<file path="config.mk">
export PLATFORM = sky130hd
export DESIGN_NAME = udp_ipv4_receive_filter_top
export DESIGN_NICKNAME = d
export VERILOG_FILES = /design/src/hdl/uirf_pkg.sv /design/src/hdl/udp_ipv4_receive_filter_top.sv /design/src/hdl/uirf_parser.sv /design/src/hdl/uirf_out_queue.sv
export SDC_FILE = /design/constraint.sdc
export NUM_CORES = 1
export LEC_CHECK = 0
export BUFFER_PORTS_ARGS = -buffer_cell sky130_fd_sc_hd__buf_2
export CORE_MARGIN = 8
export CORE_UTILIZATION = 45
export DETAILED_ROUTE_END_ITERATION = 10
export HOLD_SLACK_MARGIN = 0.03
export SLEW_MARGIN = 20
export SYNTH_ARGS = -nofsm -noshare
export SYNTH_HDL_FRONTEND = slang
export SYNTH_SLANG_ARGS = --single-unit
</file>
<file path="constraint.sdc">
create_clock -name clock -period 9.4 [get_ports clock]
set_input_delay 1.88 -clock clock [delete_from_list [all_inputs] [get_ports clock]]
set_output_delay 1.88 -clock clock [all_outputs]
set_load 0.02 [all_outputs]
</file>
<file path="src/hdl/uirf_pkg.sv">
// Shared types and constants of the UDP/IPv4 receive filter.
package uirf_pkg;

   localparam int OFF_W   = 11;
   localparam int COUNT_W = 11;

   localparam logic [OFF_W-1:0]   MAX_FRAME   = 11'd1514;
   localparam logic [COUNT_W-1:0] MAX_PAYLOAD = 11'd1024;

   localparam logic [15:0] ETYPE_IPV4 = 16'h0800;
   localparam logic [7:0]  PROTO_UDP  = 8'd17;
   localparam logic [15:0] UDP_HDR    = 16'd8;

   localparam logic [OFF_W-1:0] OFF_ETYPE   = 11'd12;
   localparam logic [OFF_W-1:0] OFF_PROTO   = 11'd23;
   localparam logic [OFF_W-1:0] OFF_SRC_IP  = 11'd26;
   localparam logic [OFF_W-1:0] OFF_DST_IP  = 11'd30;
   localparam logic [OFF_W-1:0] OFF_SPORT   = 11'd34;
   localparam logic [OFF_W-1:0] OFF_DPORT   = 11'd36;
   localparam logic [OFF_W-1:0] OFF_ULEN    = 11'd38;
   localparam logic [OFF_W-1:0] PAYLOAD_OFF = 11'd42;

   localparam int QUEUE_DEPTH = 8;
   localparam int QUEUE_AW    = 3;
   localparam int QUEUE_CW    = 4;
   localparam logic [QUEUE_CW-1:0] QUEUE_ROOM = 4'd4;

   typedef enum logic [3:0] {
      ST_OK        = 4'd0,
      ST_SHORT     = 4'd1,
      ST_ETHERTYPE = 4'd2,
      ST_PROTO     = 4'd3,
      ST_SRCIP     = 4'd4,
      ST_DSTIP     = 4'd5,
      ST_SPORT     = 4'd6,
      ST_DPORT     = 4'd7,
      ST_UDPLEN    = 4'd8
   } uirf_status_type;

   typedef enum logic [2:0] {
      REG_LOCAL_IP    = 3'd0,
      REG_SERVER_IP   = 3'd1,
      REG_SERVER_PORT = 3'd2,
      REG_LOCAL_PORT  = 3'd3,
      REG_MAX_PAYLOAD = 3'd4
   } uirf_reg_type;

   typedef struct packed {
      logic                kind;
      logic                last;
      logic [7:0]          payload_byte;
      uirf_status_type     status;
      logic [COUNT_W-1:0]  payload_count;
   } uirf_result_type;

   typedef struct packed {
      logic            first_vld;
      logic            second_vld;
      uirf_result_type first;
      uirf_result_type second;
   } uirf_push_type;

endpackage

</file>
<file path="src/hdl/udp_ipv4_receive_filter_top.sv">
// Top level of the UDP/IPv4 receive filter.
//
// Frame bytes enter on req_ one word per byte, req_tlast on the final byte.
// The block checks Ethernet, IPv4 and UDP headers against the csr_ registers
// and forwards UDP payload bytes on rsp_ (rsp_tuser low), then one status
// word per frame (rsp_tuser and rsp_tlast high) with the first failing check
// and the payload byte count.
// An accepted byte is registered, checked from the input register and then
// written into the result queue, from which its word is handed out.
// Throughput: one byte per cycle; a frame's final byte can yield two words,
// drained one per cycle through an eight-word result queue.
// Back-pressure: req_tready drops while more than four words wait in the
// queue, so a stalled receiver stops the input without loss.
// Reset clears the frame state and the queue and loads register defaults
// (local port 49152, payload limit 1024). csr_ is always ready; write it
// only while no frame is in progress.
module udp_ipv4_receive_filter_top (
   input  logic        clock,
   input  logic        reset,
   input  logic        req_tvalid,
   output logic        req_tready,
   input  logic [7:0]  req_tdata,    // [7:0] rx_byte
   input  logic        req_tlast,
   output logic        rsp_tvalid,
   input  logic        rsp_tready,
   output logic [23:0] rsp_tdata,    // [7:0] payload_byte, [11:8] status,
                                     // [22:12] payload_count, [23] zero
   output logic        rsp_tuser,    // [0] kind
   output logic        rsp_tlast,
   input  logic        csr_valid,
   output logic        csr_ready,
   input  logic [2:0]  csr_index,
   input  logic [31:0] csr_data
);
   import uirf_pkg::*;

   uirf_push_type   push;
   uirf_result_type word;
   logic            room;

   assign req_tready = room;
   assign csr_ready  = 1'b1;

   uirf_parser u_parser (
      .clock     (clock),
      .reset     (reset),
      .in_accept (req_tvalid && req_tready),
      .in_data   (req_tdata),
      .in_last   (req_tlast),
      .csr_write (csr_valid && csr_ready),
      .csr_index (csr_index),
      .csr_data  (csr_data),
      .push      (push)
   );

   uirf_out_queue u_queue (
      .clock     (clock),
      .reset     (reset),
      .push      (push),
      .room      (room),
      .out_valid (rsp_tvalid),
      .out_ready (rsp_tready),
      .out_word  (word)
   );

   assign rsp_tdata = {1'b0, word.payload_count, word.status, word.payload_byte};
   assign rsp_tuser = word.kind;
   assign rsp_tlast = word.last;

endmodule

</file>
<file path="src/hdl/uirf_parser.sv">
// Header checker and payload gate: input register, frame state and config registers.
module uirf_parser (
   input  logic                   clock,
   input  logic                   reset,
   input  logic                   in_accept,
   input  logic [7:0]             in_data,
   input  logic                   in_last,
   input  logic                   csr_write,
   input  logic [2:0]             csr_index,
   input  logic [31:0]            csr_data,
   output uirf_pkg::uirf_push_type push
);
   import uirf_pkg::*;

   logic                  in_vld_ff;
   logic [7:0]            in_data_ff;
   logic                  in_last_ff;

   logic [31:0]           local_ip_ff;
   logic [31:0]           server_ip_ff;
   logic [15:0]           server_port_ff;
   logic [15:0]           local_port_ff;
   logic [COUNT_W-1:0]    max_payload_ff;

   logic [OFF_W-1:0]      offset_ff, offset_in;
   uirf_status_type       fail_ff, fail_in;
   logic [15:0]           ulen_ff, ulen_in;
   logic [COUNT_W-1:0]    emitted_ff, emitted_in;

   logic                  active;
   logic                  bad;
   uirf_status_type       code;
   logic [15:0]           avail;
   logic [COUNT_W-1:0]    lim_cfg;
   logic                  emit;
   logic                  done;
   uirf_status_type       end_status;
   uirf_result_type       pay_res;
   uirf_result_type       stat_res;

   always_ff @(posedge clock) begin
      if (reset) begin
         in_vld_ff <= 1'b0;
      end else begin
         in_vld_ff <= in_accept;
      end
      if (in_accept) begin
         in_data_ff <= in_data;
         in_last_ff <= in_last;
      end
   end

   always_ff @(posedge clock) begin
      if (reset) begin
         local_ip_ff    <= 32'd0;
         server_ip_ff   <= 32'd0;
         server_port_ff <= 16'd0;
         local_port_ff  <= 16'd49152;
         max_payload_ff <= MAX_PAYLOAD;
      end else if (csr_write) begin
         unique case (uirf_reg_type'(csr_index))
            REG_LOCAL_IP:    local_ip_ff    <= csr_data;
            REG_SERVER_IP:   server_ip_ff   <= csr_data;
            REG_SERVER_PORT: server_port_ff <= csr_data[15:0];
            REG_LOCAL_PORT:  local_port_ff  <= csr_data[15:0];
            REG_MAX_PAYLOAD: max_payload_ff <= csr_data[COUNT_W-1:0];
            default: ;
         endcase
      end
   end

   always_comb begin
      active = offset_ff < MAX_FRAME;
      bad    = 1'b0;
      code   = ST_OK;
      ulen_in = ulen_ff;
      if (active) begin
         unique case (offset_ff)
            OFF_ETYPE: begin
               bad = in_data_ff != ETYPE_IPV4[15:8]; code = ST_ETHERTYPE;
            end
            OFF_ETYPE + 11'd1: begin
               bad = in_data_ff != ETYPE_IPV4[7:0]; code = ST_ETHERTYPE;
            end
            OFF_PROTO: begin
               bad = in_data_ff != PROTO_UDP; code = ST_PROTO;
            end
            OFF_SRC_IP: begin
               bad = in_data_ff != server_ip_ff[31:24]; code = ST_SRCIP;
            end
            OFF_SRC_IP + 11'd1: begin
               bad = in_data_ff != server_ip_ff[23:16]; code = ST_SRCIP;
            end
            OFF_SRC_IP + 11'd2: begin
               bad = in_data_ff != server_ip_ff[15:8]; code = ST_SRCIP;
            end
            OFF_SRC_IP + 11'd3: begin
               bad = in_data_ff != server_ip_ff[7:0]; code = ST_SRCIP;
            end
            OFF_DST_IP: begin
               bad = in_data_ff != local_ip_ff[31:24]; code = ST_DSTIP;
            end
            OFF_DST_IP + 11'd1: begin
               bad = in_data_ff != local_ip_ff[23:16]; code = ST_DSTIP;
            end
            OFF_DST_IP + 11'd2: begin
               bad = in_data_ff != local_ip_ff[15:8]; code = ST_DSTIP;
            end
            OFF_DST_IP + 11'd3: begin
               bad = in_data_ff != local_ip_ff[7:0]; code = ST_DSTIP;
            end
            OFF_SPORT: begin
               bad = in_data_ff != server_port_ff[15:8]; code = ST_SPORT;
            end
            OFF_SPORT + 11'd1: begin
               bad = in_data_ff != server_port_ff[7:0]; code = ST_SPORT;
            end
            OFF_DPORT: begin
               bad = in_data_ff != local_port_ff[15:8]; code = ST_DPORT;
            end
            OFF_DPORT + 11'd1: begin
               bad = in_data_ff != local_port_ff[7:0]; code = ST_DPORT;
            end
            OFF_ULEN: begin
               ulen_in = {in_data_ff, 8'h00};
            end
            OFF_ULEN + 11'd1: begin
               ulen_in = {ulen_ff[15:8], in_data_ff};
               bad     = {ulen_ff[15:8], in_data_ff} < UDP_HDR;
               code    = ST_UDPLEN;
            end
            default: ;
         endcase
      end
      fail_in = (fail_ff == ST_OK && bad) ? code : fail_ff;
   end

   always_comb begin
      avail   = ulen_in - UDP_HDR;
      lim_cfg = (max_payload_ff > MAX_PAYLOAD) ? MAX_PAYLOAD : max_payload_ff;
      emit    = in_vld_ff && active && offset_ff >= PAYLOAD_OFF && fail_in == ST_OK
                && emitted_ff < lim_cfg && {5'd0, emitted_ff} < avail;
      emitted_in = emit ? emitted_ff + 11'd1 : emitted_ff;
      offset_in  = active ? offset_ff + 11'd1 : offset_ff;
      done       = in_vld_ff && in_last_ff;
      end_status = (offset_in < PAYLOAD_OFF) ? ST_SHORT : fail_in;
   end

   always_ff @(posedge clock) begin
      if (reset) begin
         offset_ff  <= '0;
         fail_ff    <= ST_OK;
         ulen_ff    <= 16'd0;
         emitted_ff <= '0;
      end else if (in_vld_ff) begin
         if (done) begin
            offset_ff  <= '0;
            fail_ff    <= ST_OK;
            ulen_ff    <= 16'd0;
            emitted_ff <= '0;
         end else begin
            offset_ff  <= offset_in;
            fail_ff    <= fail_in;
            ulen_ff    <= ulen_in;
            emitted_ff <= emitted_in;
         end
      end
   end

   always_comb begin
      pay_res.kind          = 1'b0;
      pay_res.last          = 1'b0;
      pay_res.payload_byte  = in_data_ff;
      pay_res.status        = ST_OK;
      pay_res.payload_count = '0;
      stat_res.kind          = 1'b1;
      stat_res.last          = 1'b1;
      stat_res.payload_byte  = 8'd0;
      stat_res.status        = end_status;
      stat_res.payload_count = emitted_in;
      push.first_vld  = emit || done;
      push.second_vld = emit && done;
      push.first      = emit ? pay_res : stat_res;
      push.second     = stat_res;
   end

endmodule

</file>
<file path="src/hdl/uirf_out_queue.sv">
// Result queue: takes up to two words per cycle, hands out one per cycle.
module uirf_out_queue (
   input  logic                     clock,
   input  logic                     reset,
   input  uirf_pkg::uirf_push_type  push,
   output logic                     room,
   output logic                     out_valid,
   input  logic                     out_ready,
   output uirf_pkg::uirf_result_type out_word
);
   import uirf_pkg::*;

   uirf_result_type        entries_ff [QUEUE_DEPTH];
   logic [QUEUE_AW-1:0]    wr_ff, wr_in;
   logic [QUEUE_AW-1:0]    rd_ff, rd_in;
   logic [QUEUE_CW-1:0]    count_ff, count_in;
   logic [1:0]             n_push;
   logic                   pop;

   always_comb begin
      n_push   = {1'b0, push.first_vld} + {1'b0, push.second_vld};
      pop      = out_valid && out_ready;
      wr_in    = wr_ff + {1'b0, n_push};
      rd_in    = rd_ff + {{(QUEUE_AW-1){1'b0}}, pop};
      count_in = count_ff + {2'd0, n_push} - {3'd0, pop};
   end

   always_ff @(posedge clock) begin
      if (reset) begin
         wr_ff    <= '0;
         rd_ff    <= '0;
         count_ff <= '0;
      end else begin
         wr_ff    <= wr_in;
         rd_ff    <= rd_in;
         count_ff <= count_in;
      end
   end

   always_ff @(posedge clock) begin
      if (push.first_vld) begin
         entries_ff[wr_ff] <= push.first;
      end
      if (push.second_vld) begin
         entries_ff[wr_ff + 3'd1] <= push.second;
      end
   end

   // Leave space for the word in the input register and the one being taken.
   assign room      = count_ff <= QUEUE_ROOM;
   assign out_valid = count_ff != '0;
   assign out_word  = entries_ff[rd_ff];

endmodule

</file>
==> key figures, run 1 <==
Power and ir drop
  – Pwr Density: 189 nW/um2
  – Leakage: 6.77 nW
  – VDD IR max: 0.123 mV
  – Pwr Total: 0.00379 W

Final layout
  – Fillers: 3761
  – Finished Layout Cells: 2516
  – Nets@finish: 2052
  – Reg area: 8520 um2
  – Antenna diodes: 0
  – Area grow syn2layout: 10.7%
  – Finished Cell Area: 20000 um2
  – Multi-input logic area: 8810 um2
  – Share of cells above drive strength 1: 14.4%

Logic synthesis
  – Top-area cell type share of the netlist area: 25.7%
  – Post-synth ARST share: 0%
  – Leading area contributor after synthesis: dfxtp_1
  – Simple-Gate Fraction of Synth Area: 17.6%
  – Predominant post-synthesis flop cell: dfxtp_1
  – Mapped Avg Cell Area: 9.18 um2
  – Seq cells post-synth: 361
  – Mapped Cells: 1971
  – Adder-cell share of the synthesized area: 2.99%
  – Post-Syn Area: 18100 um2
  – Post-synth EDFFs: 129
  – Top area cells in the synthesized netlist: dfxtp_1 26%, edfxtp_1 21%, nand2_1 6.2%
  – Distinct cells, synth: 93
  – Post-synthesis mux area share: 7.64%
  – Warnings, synthesis: 0
  – Compound-Gate Fraction of Synth Area: 19.3%
  – Sequential share of the synthesized area: 47.1%
  – Syn nets: 2062
  – Largest family of logic cells by synthesized area: compound AO/OA/AOI/OAI gates
  – Xor and xnor area share after synthesis: 1.06%

Clock tree
  – CTS tree: done
  – Hold-fix buffers, CTS: 0
  – CTS Buffer Depth: 3
  – Cts bufs inserted: 40
  – Clk_lat worst skew: 570 ps
  – Clk pin slew, worst setup/hold paths: 60 ps
  – Post-CTS resize count: 0
  – Clock root cell: clkbuf_16
  – Clock Sinks: 361
  – H-tree depth: 2
  – # Post-CTS Setup Buffers: 0

Timing
  – Crit path time final: 7480 ps
  – Setup Viol. Count Final: 0
  – Worst slew pin tran: 1060 ps
  – Setup_tns: 0 ps
  – Slew headroom: 29.1%
  – Pins Over Slew Limit: 0
  – Skew final: 18.2 ps
  – Fin crit share: 79.6%
  – Final hold viol count: 0
  – FMAX: 0.134 GHz
  – RSZ-0062 raised after global routing: no

Detailed routing
  – ANT nets after route: 0
  – Routed WL: 54900 um
  – TritonRoute pass-1 iters: 6
  – Initial drt markers: 1355
  – Drt wl/cell: 21.8 um
  – Via Count: 15200
  – Vias/cell: 6.05
  – Drc violations: 0

Worst setup path
  – R2R Path End: u_queue.entries_ff[1][5]$_DFFE_PP_
  – Max FO, Critical Path: 41
  – FF-to-FF path depth: 25
  – Worst path required time: 9790 ps
  – Worst R2R Start: u_parser.offset_ff[5]$_SDFFE_PP0P_
  – Worst Path Arrival: 7870 ps
  – Critical-path top delay cell: dfxtp_1
  – Worst setup SP type: flip-flop
  – Flop2flop setup slack: 1920 ps
  – Critical path class: reg -> reg
  – Setup crit end kind: flip-flop
  – CP peak stage delay: 770 ps

Place
  – Input/output buffers: 75
  – Gpl congestion: 0.879
  – Area after DPL: 18800 um2
  – HPWL after detailed placement: 35900 um
  – Placed cells: 2444

Global route
  – GRT Total Usage: 22.9%
  – Largest net degree at the start of global routing: 83
  – Vias in the first global route: 14900
  – Global-route wire length before repair: 86200 um
  – Initial antenna violation count: 0
  – Total grt overflow: 0

Die
  – FP Rows: 73
  – Die Footprint: 46900 um2
  – # IOs: 78
  – Core area: 39700 um2
  – Initial Util: 45.6%
  – Die width: 217 um
  – Die Height: 217 um

Hold path
  – Hold Path Sink: u_parser.max_payload_ff[2]$_SDFFE_PP0P_
  – Hold_sp: u_parser.max_payload_ff[2]$_SDFFE_PP0P_
  – Hold crit path type: reg -> reg
  – WHS Path Cells: 2

Outcome
  – Status: complete, no violations

Run
  – Max_cap viols: 0
## cells in the final DEF (no fill, tap or decap), types with 11 or more instances in the layout
cell and count:
dfxtp_1 230, a22oi_1 40, nand4_1 12, o21ai_0 176, xnor2_1 12, mux4_2 48, nand3_1 82, o21ai_1 64
nor2_1 181, o22ai_1 14, ha_1 40, edfxtp_1 129, clkbuf_1 11, and3_1 19, nor3_1 16, a21oi_1 169
inv_1 29, mux2_2 25, nand2_1 298, clkbuf_16 40, a22o_1 20, buf_4 37, buf_2 74
## flip-flops by register name (all words and copies together) (netlist names)
register / count
u_parser.emitted_ff: 11
u_parser.fail_ff: 4
u_parser.in_data_ff: 8
u_parser.in_last_ff: 1
u_parser.in_vld_ff: 1
u_parser.local_ip_ff: 32
u_parser.local_port_ff: 16
u_parser.max_payload_ff: 11
u_parser.offset_ff: 11
u_parser.server_ip_ff: 32
u_parser.server_port_ff: 16
u_parser.ulen_ff: 16
u_queue.count_ff: 4
u_queue.entries_ff: 192
u_queue.rd_ff: 3
u_queue.wr_ff: 3
## cell usage after synthesis (all sizes together), types with 9 or more instances
library cell and count:
inv 30, nor2b 10, and3 19, nand3 85, a22o 20, mux2 25, nor2 182, a21oi 170
buf 38, ha 40, clkbuf 125, o22ai 14, o31ai 9, nand4 14, nand2 299, a22oi 43
o211ai 11, xor2 10, mux4 48, o21ai 241, xnor2 12, dfxtp 232, edfxtp 129, nor3 18
nor4 11, and2 9
## report_power, final
part           internal [W]  leakage [nW]  switching (W)  total (W)
Sequential          0.00166          2.93       0.000106    0.00176
Clock              0.000897         0.634       0.000646    0.00154
Combinational      0.000211          3.21       0.000277   0.000489
Total               0.00277          6.77        0.00103    0.00379
## cell type report
| cell class | count | share of cell area (%) |
|---|---|---|
| multi-input combinational | 1417 | 44.0 |
| sequential | 361 | 42.5 |
| timing repair buffer | 111 | 3.23 |
| inverter | 30 | 0.562 |
| clock buffer | 63 | 5.91 |
| clock inverter | 9 | 0.524 |
| tap | 525 | 3.28 |
## layer usage
| metal | share of wire, % | routed length, um | global-route usage (%) | vias up |
|---|---|---|---|---|
| met5 | 0 | 0 | 0 | - |
| met4 | 3.2 | 1770 | 8.77 | 0 |
| met3 | 5.9 | 3220 | 3.43 | 101 |
| met2 | 49 | 26800 | 38.8 | 564 |
| met1 | 42 | 23100 | 29.3 | 7429 |
| li1 | - | - | - | 7125 |
## through the flow
step                util [%]  setup slack [ps]  hold WS (ps)
floorplan                  -              3630           420
global placement        47.2              2290           438
detailed placement      47.2              2100           444
CTS                     50.4              2050           455
global route            50.4              1270           474
finish                  50.4              1920           452
## logic make-up (layout without fill, tap and decap cells)
| kind of cell | Yosys count | count (layout) |
|---|---|---|
| mux | 75 | 75 |
| buf+inv | 193 | 213 |
| simple gates | 691 | 691 |
| other cells | 2 | 2 |
| xor+xnor | 22 | 22 |
| flops | 361 | 361 |
| compound gates | 585 | 585 |
| fa+ha+maj | 42 | 42 |
## critical path: cells and delay by family, from the launching register on
kind	cells	cell delay, ps
adder cells (fa/ha/maj)	3	800
buffers and inverters	4	880
flip-flops	1	770
AO/OA/AOI/OAI	9	2540
XOR/XNOR	1	130
AND/OR/NAND/NOR	8	2180
## worst max path at each step
stage / start / endpoint / slack, ps / cells past startpoint
2_1_floorplan: u_parser.offset_ff[1]$_SDFFE_PP0P_ / u_queue.entries_ff[5][3]$_DFFE_PP_ / 3630 / 29
3_3_place_gp: u_parser.offset_ff[5]$_SDFFE_PP0P_ / u_queue.entries_ff[5][6]$_DFFE_PP_ / 2290 / 26
3_5_place_dp: u_parser.offset_ff[5]$_SDFFE_PP0P_ / u_queue.entries_ff[1][12]$_DFFE_PP_ / 2100 / 25
4_1_cts: u_parser.offset_ff[5]$_SDFFE_PP0P_ / u_queue.entries_ff[1][5]$_DFFE_PP_ / 2050 / 25
5_1_grt: u_parser.offset_ff[5]$_SDFFE_PP0P_ / u_queue.entries_ff[1][8]$_DFFE_PP_ / 1270 / 25
6_report: u_parser.offset_ff[5]$_SDFFE_PP0P_ / u_queue.entries_ff[1][5]$_DFFE_PP_ / 1920 / 25
No activity file was read; power rests on OpenSTA's default activity.
==> run 2: changes to the inputs <==
Clock period 9.4 ns to 7.46 ns, I/O delays scaled along.
==> run 2 against run 1 <==
Effect of this change:
- register-to-register slack worse by 1400 ps
- utilization up 0.29 points
- design area up 0.57%
- sequential power up 24%
- critical path type unchanged
==> key figures, run 2 (synthesis gave the netlist of run 1 again) <==
Timing
  – Setup ws final: 540 ps (-1380 ps)
  – Setup_tns: 0 ps (unchanged)
  – Skew final: 26.9 ps (+8.64 ps)
  – Fin crit share: 92.8% (+13 points)
  – Crit path time final: 6920 ps (-562 ps)
  – Pins Over Slew Limit: 0 (unchanged)
  – Slew headroom: 34.3% (+5.2 points)
  – FMAX: 0.145 GHz (+8.1%)
  – Final hold viol count: 0 (unchanged)
  – Worst slew pin tran: 984 ps (-76.7 ps)
  – Setup Viol. Count Final: 0 (unchanged)
  – RSZ-0062 raised after global routing: no

Power and ir drop
  – VDD IR max: 0.162 mV (+31%)
  – Leakage: 6.86 nW (+1.3%)
  – Clock Power Share: 40.6% (about the same)
  – Pwr Density: 241 nW/um2 (+27%)
  – Psw: 0.00131 W (+27%)
  – Flop pwr share: 44.9% (-1.6 points)
  – Internal power: 0.00354 W (+28%)
  – Sw frac: 27.0% (-0.088 points)
  – Logic pwr share: 14.4% (+1.5 points)

Worst setup path
  – Critical path class: reg -> reg
  – FF-to-FF path depth: 24 (-4.0%)
  – Worst Path Arrival: 7330 ps (-540 ps)
  – Worst setup SP type: flip-flop
  – Worst path required time: 7870 ps (-1920 ps)
  – Worst R2R Start: u_parser.offset_ff[4]$_SDFFE_PP0P_
  – Flop2flop setup slack: 540 ps (-1380 ps)
  – Setup crit end kind: flip-flop
  – Max FO, Critical Path: 21 (-49%)
  – R2R Path End: u_queue.entries_ff[0][12]$_DFFE_PP_

Detailed routing
  – Initial drt markers: 1373 (+1.3%)
  – Vias/cell: 6.08 (+0.47%)
  – Routed WL: 54800 um (-0.15%)
  – Metal3 WL: 4200 um (+30%)
  – Met1 wire length: 22700 um (-2.1%)
  – Via Count: 15400 (+0.91%)
  – Met2 wire length: 25900 um (-3.1%)
  – Max Used Layer: met5
  – Drt wl/cell: 21.7 um (-0.59%)
  – Drc violations: 0 (unchanged)
  – TritonRoute pass-1 iters: 6 (unchanged)
  – ANT nets after route: 0 (unchanged)

Clock tree
  – Clock root cell: clkbuf_16
  – Clk pin slew, worst setup/hold paths: 60 ps (about the same)
  – Cts bufs inserted: 40 (unchanged)
  – Clk_lat worst skew: 570 ps (about the same)
  – CTS tree: done
  – H-tree depth: 2 (unchanged)
  – Clock Sinks: 361 (unchanged)
  – CTS Buffer Depth: 3 (unchanged)

Final layout
  – Most frequent cells in the layout: 298 x nand2_1, 229 x dfxtp_1, 180 x nor2_1
  – Antenna diodes: 0 (unchanged)
  – Finished Cell Area: 20200 um2 (+0.57%)
  – Nets@finish: 2064 (+0.58%)
  – Area grow syn2layout: 11.4%
  – Most flops, register: u_queue.entries_ff
  – Top flop regs: u_queue.entries_ff x192, u_parser.local_ip_ff x32, u_parser.server_ip_ff x32
  – Commonest non-fill, non-tap cell in the layout: nand2_1
  – Share of cells above drive strength 1: 14.9% (+0.52 points)
  – Largest register FFs: 192 (unchanged)

Die
  – # IOs: 78 (unchanged)
  – Die Footprint: 46900 um2 (unchanged)
  – FP Rows: 73 (unchanged)
  – Die Height: 217 um (unchanged)
  – Core area: 39700 um2 (unchanged)
  – Initial Util: 45.6% (unchanged)
  – Die width: 217 um (unchanged)

Place
  – Area after DPL: 18800 um2 (+0.31%)
  – Input/output buffers: 75 (unchanged)
  – HPWL after detailed placement: 35800 um (-0.13%)
  – Gpl congestion: 0.894 (+1.7%)
  – Post-Place Worst Slack: 449 ps (-1660 ps)

Global route
  – Largest net degree at the start of global routing: 113 (+36%)
  – GRT Total Usage: 22.8% (-0.12 points)
  – Vias in the first global route: 14700 (-1.4%)
  – Global-route wire length before repair: 85600 um (-0.63%)
  – Total grt overflow: 0 (unchanged)
  – Initial antenna violation count: 1 (+1)

Hold path
  – WHS Path Cells: 2 (unchanged)
  – Hold crit path type: reg -> reg
  – Hold_sp: u_parser.server_ip_ff[10]$_SDFFE_PP0P_
  – Hold Path Sink: u_parser.server_ip_ff[10]$_SDFFE_PP0P_

Run
  – Max_cap viols: 0 (unchanged)

Outcome
  – Status: complete, no violations
run 2: cell types whose count changed in the layout (fill, tap and decap cells not counted), moves of 2 or more:
cell	change
buf_4	+11
clkbuf_8	-5
clkinv_1	+5
bufinv_16	+2
clkbuf_1	-2
clkbuf_2	-2
clkinv_2	-2
clkinvlp_2	+2
clkinvlp_4	+2
run 2: layout make-up:
| class | count | area, um2 |
|---|---|---|
| clock buffer | 54 | 1110 |
| clock inverter | 17 | 178 |
| fill | 3707 | 19600 |
| inverter | 30 | 116 |
| multi-input combinational | 1417 | 8820 |
| sequential | 361 | 8520 |
| tap | 525 | 657 |
| timing repair buffer | 123 | 742 |
run 2: how the worst max path moves through the flow:
stage,start,endpoint,slack [ps],depth (start not counted)
CTS,u_parser.offset_ff[4]$_SDFFE_PP0P_,u_queue.entries_ff[4][2]$_DFFE_PP_,400,28
global placement,u_parser.offset_ff[4]$_SDFFE_PP0P_,u_queue.entries_ff[4][8]$_DFFE_PP_,580,28
finish,u_parser.offset_ff[4]$_SDFFE_PP0P_,u_queue.entries_ff[0][12]$_DFFE_PP_,540,24
global route,u_parser.offset_ff[4]$_SDFFE_PP0P_,u_queue.entries_ff[3][3]$_DFFE_PP_,40,25
detailed placement,u_parser.offset_ff[4]$_SDFFE_PP0P_,u_queue.entries_ff[4][6]$_DFFE_PP_,450,28
floorplan,u_parser.offset_ff[1]$_SDFFE_PP0P_,u_queue.entries_ff[5][3]$_DFFE_PP_,1690,29
run 2: worst max-delay path, stage by stage (launching register included):
cell and delay, ps:
dfxtp_1 490, and4bb_2 490, nand4_2 250, a22o_1 360, inv_1 70, ha_1 170
o221a_2 240, nand3_1 100, xnor2_1 150, ha_1 310, a22o_1 210, nor4_1 210
o21ai_0 130, a311oi_1 340, nor4_1 130, o21ai_2 350, and2_1 230, buf_4 270
inv_2 140, ha_1 260, nor4_1 500, nor2_1 180, inv_1 650, o21ai_1 340
a21oi_1 200
run 2: what timing repair did:
action                                  4_1_cts  5_1_grt
gates resized for setup                       0        5
endpoints found under the setup margin        0       42
buffers inserted                              0        3
hold buffers                                  0        0
hold endpoints to repair                      0        0
run 2: layer usage:
layer	up-vias	GRT usage [%]
li1	7169	-
met1	7367	29.5
met2	691	37.4
met3	128	3.93
met4	2	9.51
met5	-	0
run 2: per-stage QoR:
step	cells	utilization [%]	hold WS (ps)	power, W
global placement	2453	47.3	436	0.00292
detailed placement	2453	47.3	443	0.00293
CTS	2524	50.6	454	0.00489
finish	2527	50.7	454	0.00485
floorplan	1971	-	420	0.00269
global route	2527	50.7	468	0.00503
run 2: power by group through the flow:
stage	logic, W	registers, W	clock network (W)
finish	0.000700	0.00218	0.00197
global route	0.000763	0.00219	0.00208
CTS	0.000712	0.00218	0.00200
detailed placement	0.000709	0.00222	0
global placement	0.000701	0.00222	0
floorplan	0.000541	0.00215	0
==> run 3: changes to the inputs <==
Settings changed: CORE_UTILIZATION 45 to 55, HOLD_SLACK_MARGIN 0.03 to default, PLACE_DENSITY from default to 0.72.
==> run 3 against run 2 <==
Effect of this change:
- final cell count decreased by 3.4%
- power fell by 1.0%
- clock power decreased by 2%
- combinational power fell by 3%
- routed wire length decreased by 3.7%
- design area is 0.89% lower
- sequential share of layout area grew 0.37 points
- die area fell by 17%
- setup slack improved by 70 ps
==> key figures, run 3 (synthesis gave the netlist of run 1 again) <==
Die
  – Die Footprint: 39000 um2 (-17%)
  – FP Rows: 66 (-9.6%)
  – Core area: 32500 um2 (-18%)
  – Initial Util: 55.8% (+10 points)
  – Die Height: 197 um (-8.8%)
  – # IOs: 78 (unchanged)
  – Die width: 197 um (-8.8%)

Clock tree
  – Clock Sinks: 361 (unchanged)
  – CTS Buffer Depth: 3 (unchanged)
  – Cts bufs inserted: 39 (-2.5%)
  – Clock root cell: clkbuf_16
  – H-tree depth: 2 (unchanged)
  – CTS tree: done
  – Post-CTS resize count: 0 (unchanged)
  – Clk pin slew, worst setup/hold paths: 70 ps (about the same)
  – Hold-fix buffers, CTS: 0 (unchanged)
  – # Post-CTS Setup Buffers: 0 (unchanged)
  – Clk_lat worst skew: 540 ps (-30 ps)

Final layout
  – Nets@finish: 2059 (-0.24%)
  – Layout Utilization: 61.5% (+11 points)
  – Top flop regs: u_queue.entries_ff x192, u_parser.local_ip_ff x32, u_parser.server_ip_ff x32
  – Most frequent cells in the layout: 298 x nand2_1, 230 x dfxtp_1, 180 x nor2_1
  – Antenna diodes: 0 (unchanged)
  – Share of cells above drive strength 1: 14.6% (-0.32 points)
  – Largest register FFs: 192 (unchanged)
  – Most flops, register: u_queue.entries_ff
  – Area grow syn2layout: 10.4%
  – Fillers: 2760 (-26%)
  – Commonest non-fill, non-tap cell in the layout: nand2_1

Timing
  – Final hold viol count: 0 (unchanged)
  – Fin crit share: 91.8% (-0.94 points)
  – Pins Over Slew Limit: 0 (unchanged)
  – Setup Viol. Count Final: 0 (unchanged)
  – Setup_tns: 0 ps (unchanged)
  – Setup ws final: 610 ps (+70.3 ps)
  – FMAX: 0.146 GHz (+1.0%)
  – Worst slew pin tran: 1190 ps (+210 ps)
  – RSZ-0062 raised after global routing: no
  – Crit path time final: 6850 ps (-70.3 ps)
  – Slew headroom: 20.3% (-14 points)
  – Skew final: 20.9 ps (-6.02 ps)

Global route
  – Largest net degree at the start of global routing: 89 (-21%)
  – GRT Total Usage: 26.5% (+3.7 points)
  – Total grt overflow: 0 (unchanged)
  – Global-route wire length before repair: 83400 um (-2.6%)
  – Initial antenna violation count: 0 (-1)
  – Vias in the first global route: 15000 (+2.5%)

Worst setup path
  – Worst path buffer plus inverter count: 5 (+1)
  – Worst setup SP type: flip-flop
  – Worst path required time: 7840 ps (-30 ps)
  – Critical-path top delay cell: a21boi_2
  – Critical path class: reg -> reg
  – Setup crit end kind: flip-flop
  – CP top delay family: compound AO/OA/AOI/OAI gates
  – CP peak stage delay: 600 ps (-50 ps)
  – Worst R2R Start: u_parser.offset_ff[5]$_SDFFE_PP0P_
  – Crit path launch: u_parser.offset_ff[5]$_SDFFE_PP0P_
  – Max FO, Critical Path: 17 (-19%)
  – Worst Path Arrival: 7230 ps (-100 ps)

Power and ir drop
  – Leakage: 6.86 nW (about the same)
  – Pwr Density: 240 nW/um2 (-0.11%)
  – Pwr Total: 0.00480 W (-1.0%)
  – VDD IR max: 0.160 mV (-1.3%)

Detailed routing
  – Initial drt markers: 1716 (+25%)
  – TritonRoute pass-1 iters: 6 (unchanged)
  – Vias/cell: 6.38 (+4.9%)
  – Routed WL: 52800 um (-3.7%)
  – Drc violations: 0 (unchanged)
  – Via Count: 15600 (+1.3%)
  – Drt wl/cell: 21.6 um (-0.31%)
  – ANT nets after route: 0 (unchanged)

Run
  – Max_cap viols: 0 (unchanged)

Hold path
  – Hold crit path type: reg -> reg
  – Hold_sp: u_parser.local_port_ff[7]$_SDFFE_PP0P_

Place
  – Post-Place Worst Slack: 785 ps (+336 ps)
  – Gpl congestion: 0.962 (+7.6%)
  – Input/output buffers: 75 (unchanged)
  – HPWL after detailed placement: 34600 um (-3.4%)

Outcome
  – Status: complete, no violations
-- run 3: area by class of cell --
cell class	count	area, um2	share of cell area, %
Inverter	30	113	0.564
Tap cell	442	553	2.77
Clock buffer	52	1080	5.40
Clock inverter	19	200	1.00
Sequential cell	361	8520	42.7
Timing Repair Buffer	119	708	3.55
Multi-Input combinational cell	1417	8800	44.0
-- run 3: metal layers --
layer  track usage [%]  routed length, um  up-vias  part of all wire (%)
li1                  -                  -     7126                     -
met1              34.2              21600     7520                    41
met2              44.4              25400      770                    48
met3              3.78               3880      146                   7.3
met4              10.8               1880        0                   3.6
met5                 0                  0        -                     0
-- run 3: path summary, 6_finish.rpt --
path                                                          endpoint  slack [ps]  depth (start not counted)
worst max register to register     u_queue.entries_ff[7][10]$_DFFE_PP_         610                         27
worst max-delay path               u_queue.entries_ff[7][10]$_DFFE_PP_         610                         27
worst min register to register  u_parser.local_port_ff[7]$_SDFFE_PP0P_         450                          2
worst min-delay path            u_parser.local_port_ff[7]$_SDFFE_PP0P_         450                          2
-- run 3: tightest hold or removal path, stage by stage (launching register included) --
cell and delay (ps):
dfxtp_1 310, nand2_1 50, a21oi_1 50
-- run 3: stage by stage --
| step | hold slack, ps | cells | instance area [um2] |
|---|---|---|---|
| final | 455 | 2440 | 20000 |
| after detailed placement | 443 | 2369 | 18700 |
| after global routing | 472 | 2440 | 20000 |
| after CTS | 455 | 2440 | 20000 |
| after global placement | 430 | 2369 | 18700 |
| after floorplan | 420 | 1971 | 18100 |
-- run 3: where the power goes --
group	leakage [nW]	switching, W	total, W	internal, W
registers	2.97	0.000106	0.00219	0.00209
logic	3.25	0.000383	0.000680	0.000296
clock network	0.631	0.000797	0.00193	0.00113
